$ cat src/hw/rtl/assert_macros.svh
// ----------------------------------------------------------------------------
// assert_macros.svh
// shared concurrent assertion macros for the rtl
// ----------------------------------------------------------------------------
`ifndef ASSERT_MACROS_SVH
`define ASSERT_MACROS_SVH

// same-cycle implication, checked on every rising clock edge out of reset
`define FRA_ASSERT_NOW(lbl, clk, rst, ante, cons, msg) \
   lbl: assert property (@(posedge clk) disable iff (rst) (ante) |-> (cons)) \
      else $error(msg);

// next-cycle implication
`define FRA_ASSERT_NEXT(lbl, clk, rst, ante, cons, msg) \
   lbl: assert property (@(posedge clk) disable iff (rst) (ante) |=> (cons)) \
      else $error(msg);

`endif

$ cat src/hw/rtl/fra_pkg.sv
// ----------------------------------------------------------------------------
// fra_pkg
// shared widths, codes and types of the fenced ring allocator
// ----------------------------------------------------------------------------
package fra_pkg;

   localparam int OFF_W   = 29;
   localparam int SIZE_W  = 29;
   localparam int ALIGN_W = 17;
   localparam int FENCE_W = 64;
   localparam int OP_W    = 2;
   localparam int STAT_W  = 2;
   localparam int CSR_IDX_W = 8;

   localparam int FENCE_DEPTH_DEF = 16;

   localparam logic [SIZE_W-1:0] SIZE_LIMIT_RST = SIZE_W'(268435456);
   localparam logic [SIZE_W-1:0] START_SIZE_RST = SIZE_W'(4194304);

   localparam logic [OP_W-1:0] OP_ALLOC    = 2'd0;
   localparam logic [OP_W-1:0] OP_MARKER   = 2'd1;
   localparam logic [OP_W-1:0] OP_OVERRIDE = 2'd2;

   localparam logic [STAT_W-1:0] STATUS_OK       = 2'd0;
   localparam logic [STAT_W-1:0] STATUS_OVERSIZE = 2'd1;
   localparam logic [STAT_W-1:0] STATUS_QFULL    = 2'd2;

   localparam logic [CSR_IDX_W-1:0] CSR_SIZE_LIMIT = 8'd0;
   localparam logic [CSR_IDX_W-1:0] CSR_START_SIZE = 8'd1;

   typedef enum logic [3:0] {
      ST_IDLE,
      ST_MOD,
      ST_TRY,
      ST_RET_WAIT,
      ST_RET_CHK,
      ST_TRY2,
      ST_GROW,
      ST_SCAN_WAIT,
      ST_SCAN_CHK,
      ST_DONE
   } state_type;

   typedef struct packed {
      logic push;
      logic pop;
   } fq_ctrl_type;

   typedef struct packed {
      logic empty;
      logic full;
   } fq_status_type;

endpackage

$ cat src/hw/rtl/fenced_ring_allocator.sv
// ----------------------------------------------------------------------------
// fenced_ring_allocator
// ring buffer range allocator with fence based retirement of consumed space
// ----------------------------------------------------------------------------
// req channel: tuser carries the operation (allocate, queue fence marker,
// override the size of the previous allocation), tdata the request fields.
// rsp channel: one transaction per request with the offset, the fence to
// wait on, the buffer size and flush/grow/status flags.
// csr channel: writes the size limit (index 0); a write to the start size
// (index 1) is taken but has no effect, as reset loads the default size.
// marker, override, unused and oversize requests go straight to the final
// state; an allocate with a nonzero alignment first runs the alignment
// remainder one bit per cycle in the serial remainder unit, and where the
// first try fails each queued fence is visited once, by either the retire
// walk or the wait walk, through the registered fence queue read port, plus
// one closing check of each walk.
// req_tready is high only while idle; a new request can be taken while the
// previous response still waits, and a stalled rsp side holds the block in
// its final state until the response register is free.
// reset empties the fence queue, zeroes the offsets and loads the default
// buffer size; no clearing pass is needed.
// ----------------------------------------------------------------------------
module fenced_ring_allocator #(
   parameter int FENCE_DEPTH = fra_pkg::FENCE_DEPTH_DEF
) (
   input  logic                           clock,
   input  logic                           reset,
   input  logic                           req_tvalid,
   output logic                           req_tready,
   // alloc_size[28:0], alignment[45:29], marker_fence[109:46],
   // completed_fence[173:110], zero fill
   input  logic [175:0]                   req_tdata,
   // operation[1:0]
   input  logic [fra_pkg::OP_W-1:0]       req_tuser,
   output logic                           rsp_tvalid,
   input  logic                           rsp_tready,
   // alloc_offset[28:0], wait_fence[92:29], current_size[121:93], zero fill
   output logic [127:0]                   rsp_tdata,
   // flushed[0], reallocated[1], status[3:2]
   output logic [3:0]                     rsp_tuser,
   input  logic                           csr_valid,
   output logic                           csr_ready,
   input  logic [fra_pkg::CSR_IDX_W-1:0]  csr_index,
   input  logic [fra_pkg::SIZE_W-1:0]     csr_data
);

   localparam int OW = fra_pkg::OFF_W;
   localparam int FW = fra_pkg::FENCE_W;

   fra_pkg::state_type state_ff, state_in;

   logic [fra_pkg::SIZE_W-1:0]  max_ff, max_in;
   logic [OW-1:0]               wo_ff, wo_in;
   logic [OW-1:0]               as_ff, as_in;
   logic [OW-1:0]               co_ff, co_in;
   logic [fra_pkg::SIZE_W-1:0]  bs_ff, bs_in;

   logic [fra_pkg::SIZE_W-1:0]  a_ff, a_in;
   logic [fra_pkg::ALIGN_W-1:0] align_ff, align_in;
   logic [FW-1:0]               cfence_ff, cfence_in;
   logic [FW-1:0]               wait_ff, wait_in;
   logic                        flush_ff, flush_in;
   logic                        grew_ff, grew_in;
   logic [fra_pkg::STAT_W-1:0]  status_ff, status_in;

   logic                        rsp_valid_ff, rsp_valid_in;
   logic [127:0]                rsp_data_ff, rsp_data_in;
   logic [3:0]                  rsp_user_ff, rsp_user_in;

   logic [fra_pkg::SIZE_W-1:0]  req_a;
   logic [fra_pkg::ALIGN_W-1:0] req_align;
   logic [FW-1:0]               req_marker;
   logic [FW-1:0]               req_cfence;
   logic                        req_fire;

   fra_pkg::fq_ctrl_type        fq_ctrl;
   fra_pkg::fq_status_type      fq_status;
   logic [FW-1:0]               fq_value;
   logic [OW-1:0]               fq_offset;

   logic                        rem_start;
   logic                        rem_done;
   logic [fra_pkg::ALIGN_W-1:0] rem_value;

   logic [OW:0]                 sum_wa;
   logic                        fit_tail, fit_front, fit_gap;
   logic [OW:0]                 aligned;
   logic [OW:0]                 grow0, grow1, grow2;
   logic                        hit, hit_front;
   logic                        rsp_free;

   assign req_a      = req_tdata[28:0];
   assign req_align  = req_tdata[45:29];
   assign req_marker = req_tdata[109:46];
   assign req_cfence = req_tdata[173:110];
   assign req_fire   = req_tvalid && req_tready;
   assign req_tready = (state_ff == fra_pkg::ST_IDLE);
   assign rsp_free   = !rsp_valid_ff || rsp_tready;
   assign csr_ready  = 1'b1;

   fra_rem_unit u_rem (
      .clock     (clock),
      .reset     (reset),
      .start     (rem_start),
      .dividend  (wo_ff),
      .divisor   (req_align),
      .done      (rem_done),
      .remainder (rem_value)
   );

   fra_fence_queue #(
      .FENCE_DEPTH (FENCE_DEPTH)
   ) u_queue (
      .clock     (clock),
      .reset     (reset),
      .ctrl      (fq_ctrl),
      .wr_value  (req_marker),
      .wr_offset (wo_ff),
      .status    (fq_status),
      .rd_value  (fq_value),
      .rd_offset (fq_offset)
   );

   // placement tests shared by both space attempts
   always_comb begin
      sum_wa    = {1'b0, wo_ff} + {1'b0, a_ff};
      fit_tail  = (wo_ff >= co_ff) && (sum_wa <= {1'b0, bs_ff});
      fit_front = (wo_ff >= co_ff) && (a_ff < co_ff);
      fit_gap   = (wo_ff < co_ff) && (sum_wa < {1'b0, co_ff});
      aligned   = {1'b0, wo_ff} + (OW+1)'(align_ff) - (OW+1)'(rem_value);
      grow0     = {1'b0, bs_ff} + {2'b00, bs_ff[fra_pkg::SIZE_W-1:1]};
      grow1     = (grow0 > {1'b0, max_ff}) ? {1'b0, max_ff} : grow0;
      grow2     = (grow1 < {1'b0, a_ff}) ? {1'b0, a_ff} : grow1;
      hit_front = 1'b1;
      if (wo_ff >= co_ff) begin
         hit = (fq_offset >= a_ff);
      end else if (sum_wa <= {1'b0, bs_ff}) begin
         hit       = ({1'b0, fq_offset} >= sum_wa);
         hit_front = 1'b0;
      end else begin
         hit = (fq_offset >= a_ff);
      end
   end

   always_comb begin
      state_in     = state_ff;
      max_in       = max_ff;
      wo_in        = wo_ff;
      as_in        = as_ff;
      co_in        = co_ff;
      bs_in        = bs_ff;
      a_in         = a_ff;
      align_in     = align_ff;
      cfence_in    = cfence_ff;
      wait_in      = wait_ff;
      flush_in     = flush_ff;
      grew_in      = grew_ff;
      status_in    = status_ff;
      rsp_valid_in = rsp_valid_ff;
      rsp_data_in  = rsp_data_ff;
      rsp_user_in  = rsp_user_ff;
      fq_ctrl      = '0;
      rem_start    = 1'b0;

      if (csr_valid && (csr_index == fra_pkg::CSR_SIZE_LIMIT)) begin
         max_in = csr_data;
      end
      if (rsp_tready) begin
         rsp_valid_in = 1'b0;
      end

      unique case (state_ff)
         fra_pkg::ST_IDLE: begin
            if (req_fire) begin
               a_in      = req_a;
               align_in  = req_align;
               cfence_in = req_cfence;
               wait_in   = '0;
               flush_in  = 1'b0;
               grew_in   = 1'b0;
               status_in = fra_pkg::STATUS_OK;
               state_in  = fra_pkg::ST_DONE;
               unique case (req_tuser)
                  fra_pkg::OP_ALLOC: begin
                     if (req_a > max_ff) begin
                        status_in = fra_pkg::STATUS_OVERSIZE;
                     end else if (req_align != '0) begin
                        rem_start = 1'b1;
                        state_in  = fra_pkg::ST_MOD;
                     end else begin
                        state_in = fra_pkg::ST_TRY;
                     end
                  end
                  fra_pkg::OP_MARKER: begin
                     if (fq_status.full) begin
                        status_in = fra_pkg::STATUS_QFULL;
                     end else begin
                        fq_ctrl.push = 1'b1;
                     end
                  end
                  fra_pkg::OP_OVERRIDE: begin
                     wo_in = OW'({1'b0, as_ff} + {1'b0, req_a});
                  end
                  default: begin
                  end
               endcase
            end
         end
         fra_pkg::ST_MOD: begin
            if (rem_done) begin
               if (rem_value != '0) begin
                  if (aligned > {1'b0, bs_ff}) begin
                     wo_in = '0;
                     if (co_ff == '0) begin
                        co_in = OW'(1);
                     end
                  end else begin
                     wo_in = aligned[OW-1:0];
                  end
               end
               state_in = fra_pkg::ST_TRY;
            end
         end
         fra_pkg::ST_TRY, fra_pkg::ST_TRY2: begin
            if (fit_tail || fit_gap) begin
               as_in    = wo_ff;
               wo_in    = sum_wa[OW-1:0];
               state_in = fra_pkg::ST_DONE;
            end else if (fit_front) begin
               as_in    = '0;
               wo_in    = a_ff;
               state_in = fra_pkg::ST_DONE;
            end else if (state_ff == fra_pkg::ST_TRY) begin
               state_in = fra_pkg::ST_RET_WAIT;
            end else begin
               state_in = fra_pkg::ST_GROW;
            end
         end
         fra_pkg::ST_RET_WAIT: begin
            state_in = fra_pkg::ST_RET_CHK;
         end
         fra_pkg::ST_RET_CHK: begin
            // retire every fence the consumer has passed
            if (!fq_status.empty && (cfence_ff > fq_value)) begin
               co_in       = fq_offset;
               fq_ctrl.pop = 1'b1;
               state_in    = fra_pkg::ST_RET_WAIT;
            end else begin
               state_in = fra_pkg::ST_TRY2;
            end
         end
         fra_pkg::ST_GROW: begin
            if (grow2 > {1'b0, bs_ff}) begin
               bs_in    = grow2[fra_pkg::SIZE_W-1:0];
               as_in    = '0;
               wo_in    = a_ff;
               grew_in  = 1'b1;
               state_in = fra_pkg::ST_DONE;
            end else begin
               state_in = fra_pkg::ST_SCAN_WAIT;
            end
         end
         fra_pkg::ST_SCAN_WAIT: begin
            state_in = fra_pkg::ST_SCAN_CHK;
         end
         fra_pkg::ST_SCAN_CHK: begin
            // a hit on a zero fence cannot be waited on, so it flushes
            if (!fq_status.empty && !(hit && (fq_value != '0))) begin
               fq_ctrl.pop = 1'b1;
               state_in    = hit ? fra_pkg::ST_DONE : fra_pkg::ST_SCAN_WAIT;
               if (hit) begin
                  wo_in    = a_ff;
                  as_in    = '0;
                  co_in    = '0;
                  flush_in = 1'b1;
               end
            end else if (!fq_status.empty) begin
               fq_ctrl.pop = 1'b1;
               wait_in     = fq_value;
               state_in    = fra_pkg::ST_DONE;
               if (hit_front) begin
                  as_in = '0;
                  wo_in = a_ff;
               end else begin
                  as_in = wo_ff;
                  wo_in = sum_wa[OW-1:0];
               end
            end else begin
               wo_in    = a_ff;
               as_in    = '0;
               co_in    = '0;
               flush_in = 1'b1;
               state_in = fra_pkg::ST_DONE;
            end
         end
         fra_pkg::ST_DONE: begin
            if (rsp_free) begin
               rsp_valid_in = 1'b1;
               rsp_data_in  = {6'd0, bs_ff, wait_ff, as_ff};
               rsp_user_in  = {status_ff, grew_ff, flush_ff};
               state_in     = fra_pkg::ST_IDLE;
            end
         end
         default: begin
            state_in = fra_pkg::ST_IDLE;
         end
      endcase
   end

   always_ff @(posedge clock) begin
      if (reset) begin
         state_ff     <= fra_pkg::ST_IDLE;
         max_ff       <= fra_pkg::SIZE_LIMIT_RST;
         wo_ff        <= '0;
         as_ff        <= '0;
         co_ff        <= '0;
         bs_ff        <= fra_pkg::START_SIZE_RST;
         rsp_valid_ff <= 1'b0;
      end else begin
         state_ff     <= state_in;
         max_ff       <= max_in;
         wo_ff        <= wo_in;
         as_ff        <= as_in;
         co_ff        <= co_in;
         bs_ff        <= bs_in;
         rsp_valid_ff <= rsp_valid_in;
      end
      a_ff        <= a_in;
      align_ff    <= align_in;
      cfence_ff   <= cfence_in;
      wait_ff     <= wait_in;
      flush_ff    <= flush_in;
      grew_ff     <= grew_in;
      status_ff   <= status_in;
      rsp_data_ff <= rsp_data_in;
      rsp_user_ff <= rsp_user_in;
   end

   assign rsp_tvalid = rsp_valid_ff;
   assign rsp_tdata  = rsp_data_ff;
   assign rsp_tuser  = rsp_user_ff;

`include "assert_macros.svh"

   `FRA_ASSERT_NEXT(a_busy_after_accept, clock, reset, req_fire, !req_tready,
      "request accepted but block ready again next cycle")
   `FRA_ASSERT_NOW(a_oversize_clean, clock, reset,
      rsp_tvalid && (rsp_tuser[3:2] == fra_pkg::STATUS_OVERSIZE),
      !rsp_tuser[0] && !rsp_tuser[1], "oversize response reports flush or growth")
   `FRA_ASSERT_NOW(a_wait_no_flush, clock, reset,
      rsp_tvalid && (rsp_tdata[92:29] != '0), !rsp_tuser[0] && !rsp_tuser[1],
      "fence wait reported together with flush or growth")

endmodule

$ cat src/hw/rtl/fra_rem_unit.sv
// ----------------------------------------------------------------------------
// fra_rem_unit
// bit-serial restoring remainder of the write offset by the alignment
// ----------------------------------------------------------------------------
module fra_rem_unit (
   input  logic                         clock,
   input  logic                         reset,
   input  logic                         start,
   input  logic [fra_pkg::OFF_W-1:0]    dividend,
   input  logic [fra_pkg::ALIGN_W-1:0]  divisor,
   output logic                         done,
   output logic [fra_pkg::ALIGN_W-1:0]  remainder
);

   localparam int CNT_W = $clog2(fra_pkg::OFF_W + 1);

   logic                        busy_ff, busy_in;
   logic                        done_ff, done_in;
   logic [CNT_W-1:0]            cnt_ff, cnt_in;
   logic [fra_pkg::OFF_W-1:0]   dvd_ff, dvd_in;
   logic [fra_pkg::ALIGN_W-1:0] div_ff, div_in;
   logic [fra_pkg::ALIGN_W-1:0] rem_ff, rem_in;
   logic [fra_pkg::ALIGN_W:0]   trial;

   always_comb begin
      busy_in = busy_ff;
      done_in = 1'b0;
      cnt_in  = cnt_ff;
      dvd_in  = dvd_ff;
      div_in  = div_ff;
      rem_in  = rem_ff;
      trial   = {rem_ff, dvd_ff[fra_pkg::OFF_W-1]};
      if (start) begin
         busy_in = 1'b1;
         cnt_in  = CNT_W'(fra_pkg::OFF_W);
         dvd_in  = dividend;
         div_in  = divisor;
         rem_in  = '0;
      end else if (busy_ff) begin
         // one quotient bit per cycle
         if (trial >= {1'b0, div_ff}) begin
            rem_in = fra_pkg::ALIGN_W'(trial - {1'b0, div_ff});
         end else begin
            rem_in = trial[fra_pkg::ALIGN_W-1:0];
         end
         dvd_in = {dvd_ff[fra_pkg::OFF_W-2:0], 1'b0};
         cnt_in = cnt_ff - CNT_W'(1);
         if (cnt_ff == CNT_W'(1)) begin
            busy_in = 1'b0;
            done_in = 1'b1;
         end
      end
   end

   always_ff @(posedge clock) begin
      if (reset) begin
         busy_ff <= 1'b0;
         done_ff <= 1'b0;
         cnt_ff  <= '0;
      end else begin
         busy_ff <= busy_in;
         done_ff <= done_in;
         cnt_ff  <= cnt_in;
      end
      dvd_ff <= dvd_in;
      div_ff <= div_in;
      rem_ff <= rem_in;
   end

   assign done      = done_ff;
   assign remainder = rem_ff;

endmodule

$ cat src/hw/rtl/fra_fence_queue.sv
// ----------------------------------------------------------------------------
// fra_fence_queue
// circular queue of (fence, offset) pairs with a registered head read
// ----------------------------------------------------------------------------
module fra_fence_queue #(
   parameter int FENCE_DEPTH = fra_pkg::FENCE_DEPTH_DEF
) (
   input  logic                          clock,
   input  logic                          reset,
   input  fra_pkg::fq_ctrl_type          ctrl,
   input  logic [fra_pkg::FENCE_W-1:0]   wr_value,
   input  logic [fra_pkg::OFF_W-1:0]     wr_offset,
   output fra_pkg::fq_status_type        status,
   output logic [fra_pkg::FENCE_W-1:0]   rd_value,
   output logic [fra_pkg::OFF_W-1:0]     rd_offset
);

   localparam int HEAD_W = (FENCE_DEPTH > 1) ? $clog2(FENCE_DEPTH) : 1;
   localparam int CNT_W  = $clog2(FENCE_DEPTH + 1);
   localparam int SUM_W  = CNT_W + 1;

   logic [fra_pkg::FENCE_W-1:0] value_mem [FENCE_DEPTH];
   logic [fra_pkg::OFF_W-1:0]   offset_mem [FENCE_DEPTH];

   logic [HEAD_W-1:0] head_ff, head_in;
   logic [CNT_W-1:0]  count_ff, count_in;
   logic [SUM_W-1:0]  tail_sum;
   logic [HEAD_W-1:0] tail;
   logic [fra_pkg::FENCE_W-1:0] rd_value_ff;
   logic [fra_pkg::OFF_W-1:0]   rd_offset_ff;

   always_comb begin
      tail_sum = SUM_W'(head_ff) + SUM_W'(count_ff);
      if (tail_sum >= SUM_W'(FENCE_DEPTH)) begin
         tail_sum = tail_sum - SUM_W'(FENCE_DEPTH);
      end
      tail = tail_sum[HEAD_W-1:0];

      head_in  = head_ff;
      count_in = count_ff;
      if (ctrl.push) begin
         count_in = count_ff + CNT_W'(1);
      end else if (ctrl.pop) begin
         count_in = count_ff - CNT_W'(1);
         head_in  = (head_ff == HEAD_W'(FENCE_DEPTH - 1)) ? '0 : head_ff + HEAD_W'(1);
      end
   end

   always_ff @(posedge clock) begin
      if (reset) begin
         head_ff  <= '0;
         count_ff <= '0;
      end else begin
         head_ff  <= head_in;
         count_ff <= count_in;
      end
   end

   always_ff @(posedge clock) begin
      if (ctrl.push) begin
         value_mem[tail]  <= wr_value;
         offset_mem[tail] <= wr_offset;
      end
      rd_value_ff  <= value_mem[head_ff];
      rd_offset_ff <= offset_mem[head_ff];
   end

   assign status.empty = (count_ff == '0);
   assign status.full  = (count_ff == CNT_W'(FENCE_DEPTH));
   assign rd_value     = rd_value_ff;
   assign rd_offset    = rd_offset_ff;

endmodule
$ cat config.mk
export PLATFORM = sky130hd
export DESIGN_NAME = fenced_ring_allocator
export DESIGN_NICKNAME = d
export VERILOG_FILES = /design/src/hw/rtl/fra_pkg.sv /design/src/hw/rtl/fenced_ring_allocator.sv /design/src/hw/rtl/fra_rem_unit.sv /design/src/hw/rtl/fra_fence_queue.sv
export VERILOG_INCLUDE_DIRS = /design/src /design/src/hw/rtl
export SDC_FILE = /design/constraint.sdc
export NUM_CORES = 2
export LEC_CHECK = 0
export BUFFER_PORTS_ARGS = -buffer_cell sky130_fd_sc_hd__buf_2
export CELL_PAD_IN_SITES_DETAIL_PLACEMENT = 0
export CELL_PAD_IN_SITES_GLOBAL_PLACEMENT = 2
export CORE_MARGIN = 2
export CORE_UTILIZATION = 45
export CTS_BUF_LIST = sky130_fd_sc_hd__clkbuf_16
export DETAILED_ROUTE_END_ITERATION = 7
export GPL_TIMING_DRIVEN = 0
export PLACE_DENSITY = 0.82
export REMOVE_ABC_BUFFERS = 1
export SYNTH_ARGS = -nofsm -noshare
export SYNTH_HDL_FRONTEND = slang
export SYNTH_SLANG_ARGS = --single-unit
$ cat constraint.sdc
create_clock -name clock -period 26.5 [get_ports clock]
set_clock_uncertainty 0.15 [all_clocks]
set_input_delay 6.625 -clock clock [delete_from_list [all_inputs] [get_ports clock]]
set_output_delay 6.625 -clock clock [all_outputs]
set_load 0.005 [all_outputs]
==> results.md <==
- The total power is between 10 and 15 mW.
- The final RePlAce weighted congestion is 0.950.
- The largest fanout on the critical path is 42.
- Entering global routing, the biggest net connects 68 pins.
- In this run the cell area of the synthesized design comes to 93,600 sq um.
- The slowest stage of the critical path is the sky130_fd_sc_hd__nor4_1 cell.
- For the pin with the worst max-slew slack, the measured transition is roughly 1300 ps.
- The total via count in the routed design is 54,100.
- After the last flow step, the layout net total stands at around 7,000.
- The global-route track usage on met1 is approximately 33%.
- The max-slew violation total from the final report was 0.
- The start-to-end type of the worst setup path is reg2reg.
- Once the floorplan was initialized, standard cells occupied 45.3% of the core.
- The startpoint of the worst-slack reg-to-reg timing path is bs_ff[0].
- Dividing the detail-routed wire length by the instance count gives around 28 um.
- The worst setup path is captured at a flop.
- The synthesized netlist contains between 100 and 150 unique library cells.
- The predominant post-synthesis flop cell is sky130_fd_sc_hd__edfxtp_1.
- The clock tree from TritonCTS is done.
- The startpoint type of the worst setup path is a flop.
- The footprint of the flip-flops and latches is 60,700 sq um.
- The share of the clock period used by the worst path is approximately half.
- VDD sags by at most between 0.08 and 0.09 mV.
- The later pin in the worst-skew pair is clocked with a latency of a little under 900 ps.
- Hold repair after CTS inserted 0 buffers.
- Post-CTS timing repair inserted 0 buffers for setup.
- After clock tree synthesis, the repair step resized 0 gates.
- Measured along the x axis, the die boundary spans ~460 um.
- In this run, synthesis inferred 1,838 flip-flops with an integrated enable.
- Ranked by total cell area, the synthesized netlist is headed by sky130_fd_sc_hd__edfxtp_1, sky130_fd_sc_hd__mux4_2, sky130_fd_sc_hd__ha_1.
- The run finished with clean final reports.
- The endpoint required time on the critical path is approximately 27,000 ps.
- The remaining global-route overflow is 0.
- After legalization and detailed placement, the total HPWL measured 175 mm.
- Timing would allow up to 0.0769 GHz.
- In this run the count of I/O pins placed on the die edge is around 360.
- The maximum clock insertion buffer count is 3.
- The number of synthesized register bits is between 2,000 and 2,500.
- The Yosys step of the flow raised 0 warnings.
- In the global route stage, overall resource usage came out at a little under a quarter.
- The total setup violations reported at the end of the flow is 0.
- The number of violations of the max-capacitance limit is 0.
- The H-tree generated during clock tree synthesis spans 4 levels.
- For met3 alone, demand over resource in global routing was under 10%.
- Along the worst hold path, the cell count comes to 0.
- The filler cell count in the final layout is 16,500.
- Counting cells, the worst reg-to-reg path comes to between 40 and 50.
- In this run the static leakage power is around 38 nW.
- The total detailed-routing wirelength is roughly 250 mm.
- The post-synthesis area per instance is roughly 16 sq um.
- Setup slack on the worst reg-to-reg path comes out at around 14,000 ps.
- The CTS buffer count is ~210.
- The cell type with the largest total area after synthesis is sky130_fd_sc_hd__edfxtp_1.
- The floorplan die area is 212,000 sq um.
- Including well taps, the total number of placed cells is ~8,800.
- The die is between 400 and 500 um tall.
- After the flow finishes, the layout carries non-filler instances totaling between 9,000 and 10,000.
- The number of port buffers is 345.
- The number of antenna violations at the first check in global routing is 31.
- The final hold violation count is 0.
- The number of detailed-route iterations in the first pass is 8.
- The number of clock sinks is ~2,100.
- The count of nets left with antenna violations once routing finished came out at 0.
- Headroom to the max-slew limit came out at around a tenth.
- The worst hold path terminates at rsp_tdata[37].
- Subtracting the final worst setup slack from the clock period gives 13,000 ps.
- The total number of placement rows is approximately 170.
- The via count of the first global-routing pass is ~55,000.
- Cells with a size suffix above 1 make up between 20% and 30% of the layout.
- The core region area is between 200,000 and 250,000 sq um.
- The cell chosen for the clock root is sky130_fd_sc_hd__clkbuf_16.
- Synthesis produced a netlist whose cell count is 5,775.
- Clock-pin slew was measured on the worst setup and hold paths at roughly 60 ps.
- Setup repair after global routing left no endpoint under its margin.
- The routing usage on met2 is 38.4%.
- The DRC violation count after routing is 0.
- The via density per instance is just under 6.
- The accumulated negative setup slack is 0 ps.
- The part of the Yosys area used for sequential elements is roughly 65%.
- The number of DRC violations after detailed-routing iteration 0 is roughly 5,200.
- The endpoint identified for the worst register-to-register timing path is bs_ff[19].
- The area growth from synthesis to layout is 15.1%.
- The worst hold path belongs to the class reg2reg.
- The arrival time of data at the critical path endpoint is about 14,000 ps.
- In this run the most used layer during global routing was met2.
- The top cell type by area accounts for 59.0% of the synthesized area.
- Final hold analysis gives a worst-case slack of around 260 ps.
- The first global-routing pass estimated 369 mm of wire.
- The ratio of total power to cell area is approximately 98 nW/um^2.
- The startpoint identified for the worst hold timing path is wait_ff[8].
- The largest single stage delay on the critical path is between 600 and 700 ps.
- In the final layout, the multi-input gates occupy just over 30,000 sq um.
- Of all flip-flops after synthesis, the portion carrying an async set or reset was 0%.
==> cells in the mapped netlist, drive strengths merged (9+ instances only) <==
cell and n:
nand2 150, nand3 60, nor3 45, a22o 24, nand2b 21, nor4 49
xor2 38, a21o 151, a221oi 17, edfxtp 1838, clkbuf 135, o211ai 31
and4 11, a21oi 252, a211oi 52, dfxtp 276, a21boi 9, ha 523
and3 21, a222oi 11, o21bai 16, or3 12, o21ai 197, a31oi 33
mux2i 50, xnor2 84, nor2b 33, mux4 465, o21a 47, inv 373
a22oi 40, fa 23, and2 9, mux2 63, nor2 293, buf 78
o221ai 10, a2111oi 9, nand4 103, o31ai 13
==> registers in the layout (all words and copies together), names as in the netlist, 2 cells and up <==
signal	cells
a_ff	29
align_ff	17
as_ff	29
bs_ff	29
cfence_ff	64
co_ff	29
max_ff	29
rsp_tdata	122
rsp_tuser	4
state_ff	4
status_ff	2
u_queue.count_ff	5
u_queue.head_ff	4
u_queue.offset_mem	464
u_queue.rd_offset	29
u_queue.rd_value	64
u_queue.value_mem	1024
u_rem.cnt_ff	5
u_rem.div_ff	17
u_rem.dvd_ff	29
u_rem.remainder	17
wait_ff	64
wo_ff	29
==> routing by layer <==
layer	up-vias	routed length [um]
li1	23900	-
met1	27900	107000
met2	1912	120000
met3	397	16500
met4	40	8620
met5	-	241
==> stage by stage <==
stage | setup slack, ps | instance area [sq um] | util (%)
final | 13500 | 108000 | 52.1
after global routing | 13030 | 108000 | 52.1
after CTS | 12880 | 108000 | 52.1
after floorplan | 5010 | 92700 | -
after detailed placement | 12920 | 101000 | 48.7
after global placement | -8330 | 97800 | 47.3
==> cells in the final DEF (no fill, tap or decap), types with 47 or more instances in the layout <==
master	instances
sky130_fd_sc_hd__a211oi_1	49
sky130_fd_sc_hd__a21o_1	150
sky130_fd_sc_hd__a21oi_1	248
sky130_fd_sc_hd__buf_12	76
sky130_fd_sc_hd__buf_2	344
sky130_fd_sc_hd__clkbuf_16	209
sky130_fd_sc_hd__clkinv_1	48
sky130_fd_sc_hd__dfxtp_1	272
sky130_fd_sc_hd__edfxtp_1	1838
sky130_fd_sc_hd__ha_1	523
sky130_fd_sc_hd__inv_1	420
sky130_fd_sc_hd__mux2_2	62
sky130_fd_sc_hd__mux2i_1	50
sky130_fd_sc_hd__mux4_2	465
sky130_fd_sc_hd__nand2_1	148
sky130_fd_sc_hd__nand3_1	60
sky130_fd_sc_hd__nand4_1	103
sky130_fd_sc_hd__nor2_1	275
sky130_fd_sc_hd__o21a_1	47
sky130_fd_sc_hd__o21ai_0	179
sky130_fd_sc_hd__xnor2_1	84
==> where the power goes <==
part | internal [mW] | leakage (nW) | switching [mW] | total, mW
combinational | 1.25 | 15.8 | 2.02 | 3.28
sequential | 3.99 | 19.1 | 0.304 | 4.30
clock | 1.63 | 3.53 | 1.31 | 2.94
total | 6.88 | 38.4 | 3.64 | 10.5
==> layout make-up <==
cell class              count  share of cell area (%)
clock inverters           189                    1.53
flip-flops and latches   2114                    56.4
well taps                2704                    3.14
clock buffers             209                    4.85
multi-input cells        3078                    28.5
diodes                      8                  0.0186
repair buffers            481                    4.25
inverters                 375                    1.32
==> how the worst max path moves through the flow <==
stage,slack (ps),startpoint,cells after the start,end
finish,13500,bs_ff[0],43,bs_ff[19]
CTS,12880,bs_ff[0],42,bs_ff[19]
global placement,-8330,u_queue.head_ff[0],5,u_queue.value_mem[10][26]
detailed placement,12920,bs_ff[0],42,bs_ff[19]
global route,13030,bs_ff[0],43,bs_ff[19]
floorplan,5010,u_queue.head_ff[0],5,u_queue.offset_mem[2][0]
==> worst max-delay path: cells and delay by family, from the launching register on <==
family	cells	cell delay, ps
DFF	1	430
AOI/OAI and AO/OA	22	6160
xor gates and xnor gates	1	180
muxes	3	970
and+or+nand+nor	9	2380
buffers and inverters	3	920
adders and majority gates	5	1620
==> cells by family (layout without fill, tap and decap cells) <==
kind of cell               after synthesis  in the layout  synth area share [%]
DFF                                   2114           2114                  64.9
AOI/OAI and AO/OA                      993            993                  7.18
and+or+nand+nor                        832            832                  4.33
buffers and inverters                  588           1254                  2.52
muxes                                  578            578                  12.5
adders and majority gates              546            546                  7.48
xor gates and xnor gates               122            122                  1.14
other                                    2             15               0.00802
Power figures use the tool's default switching activity.
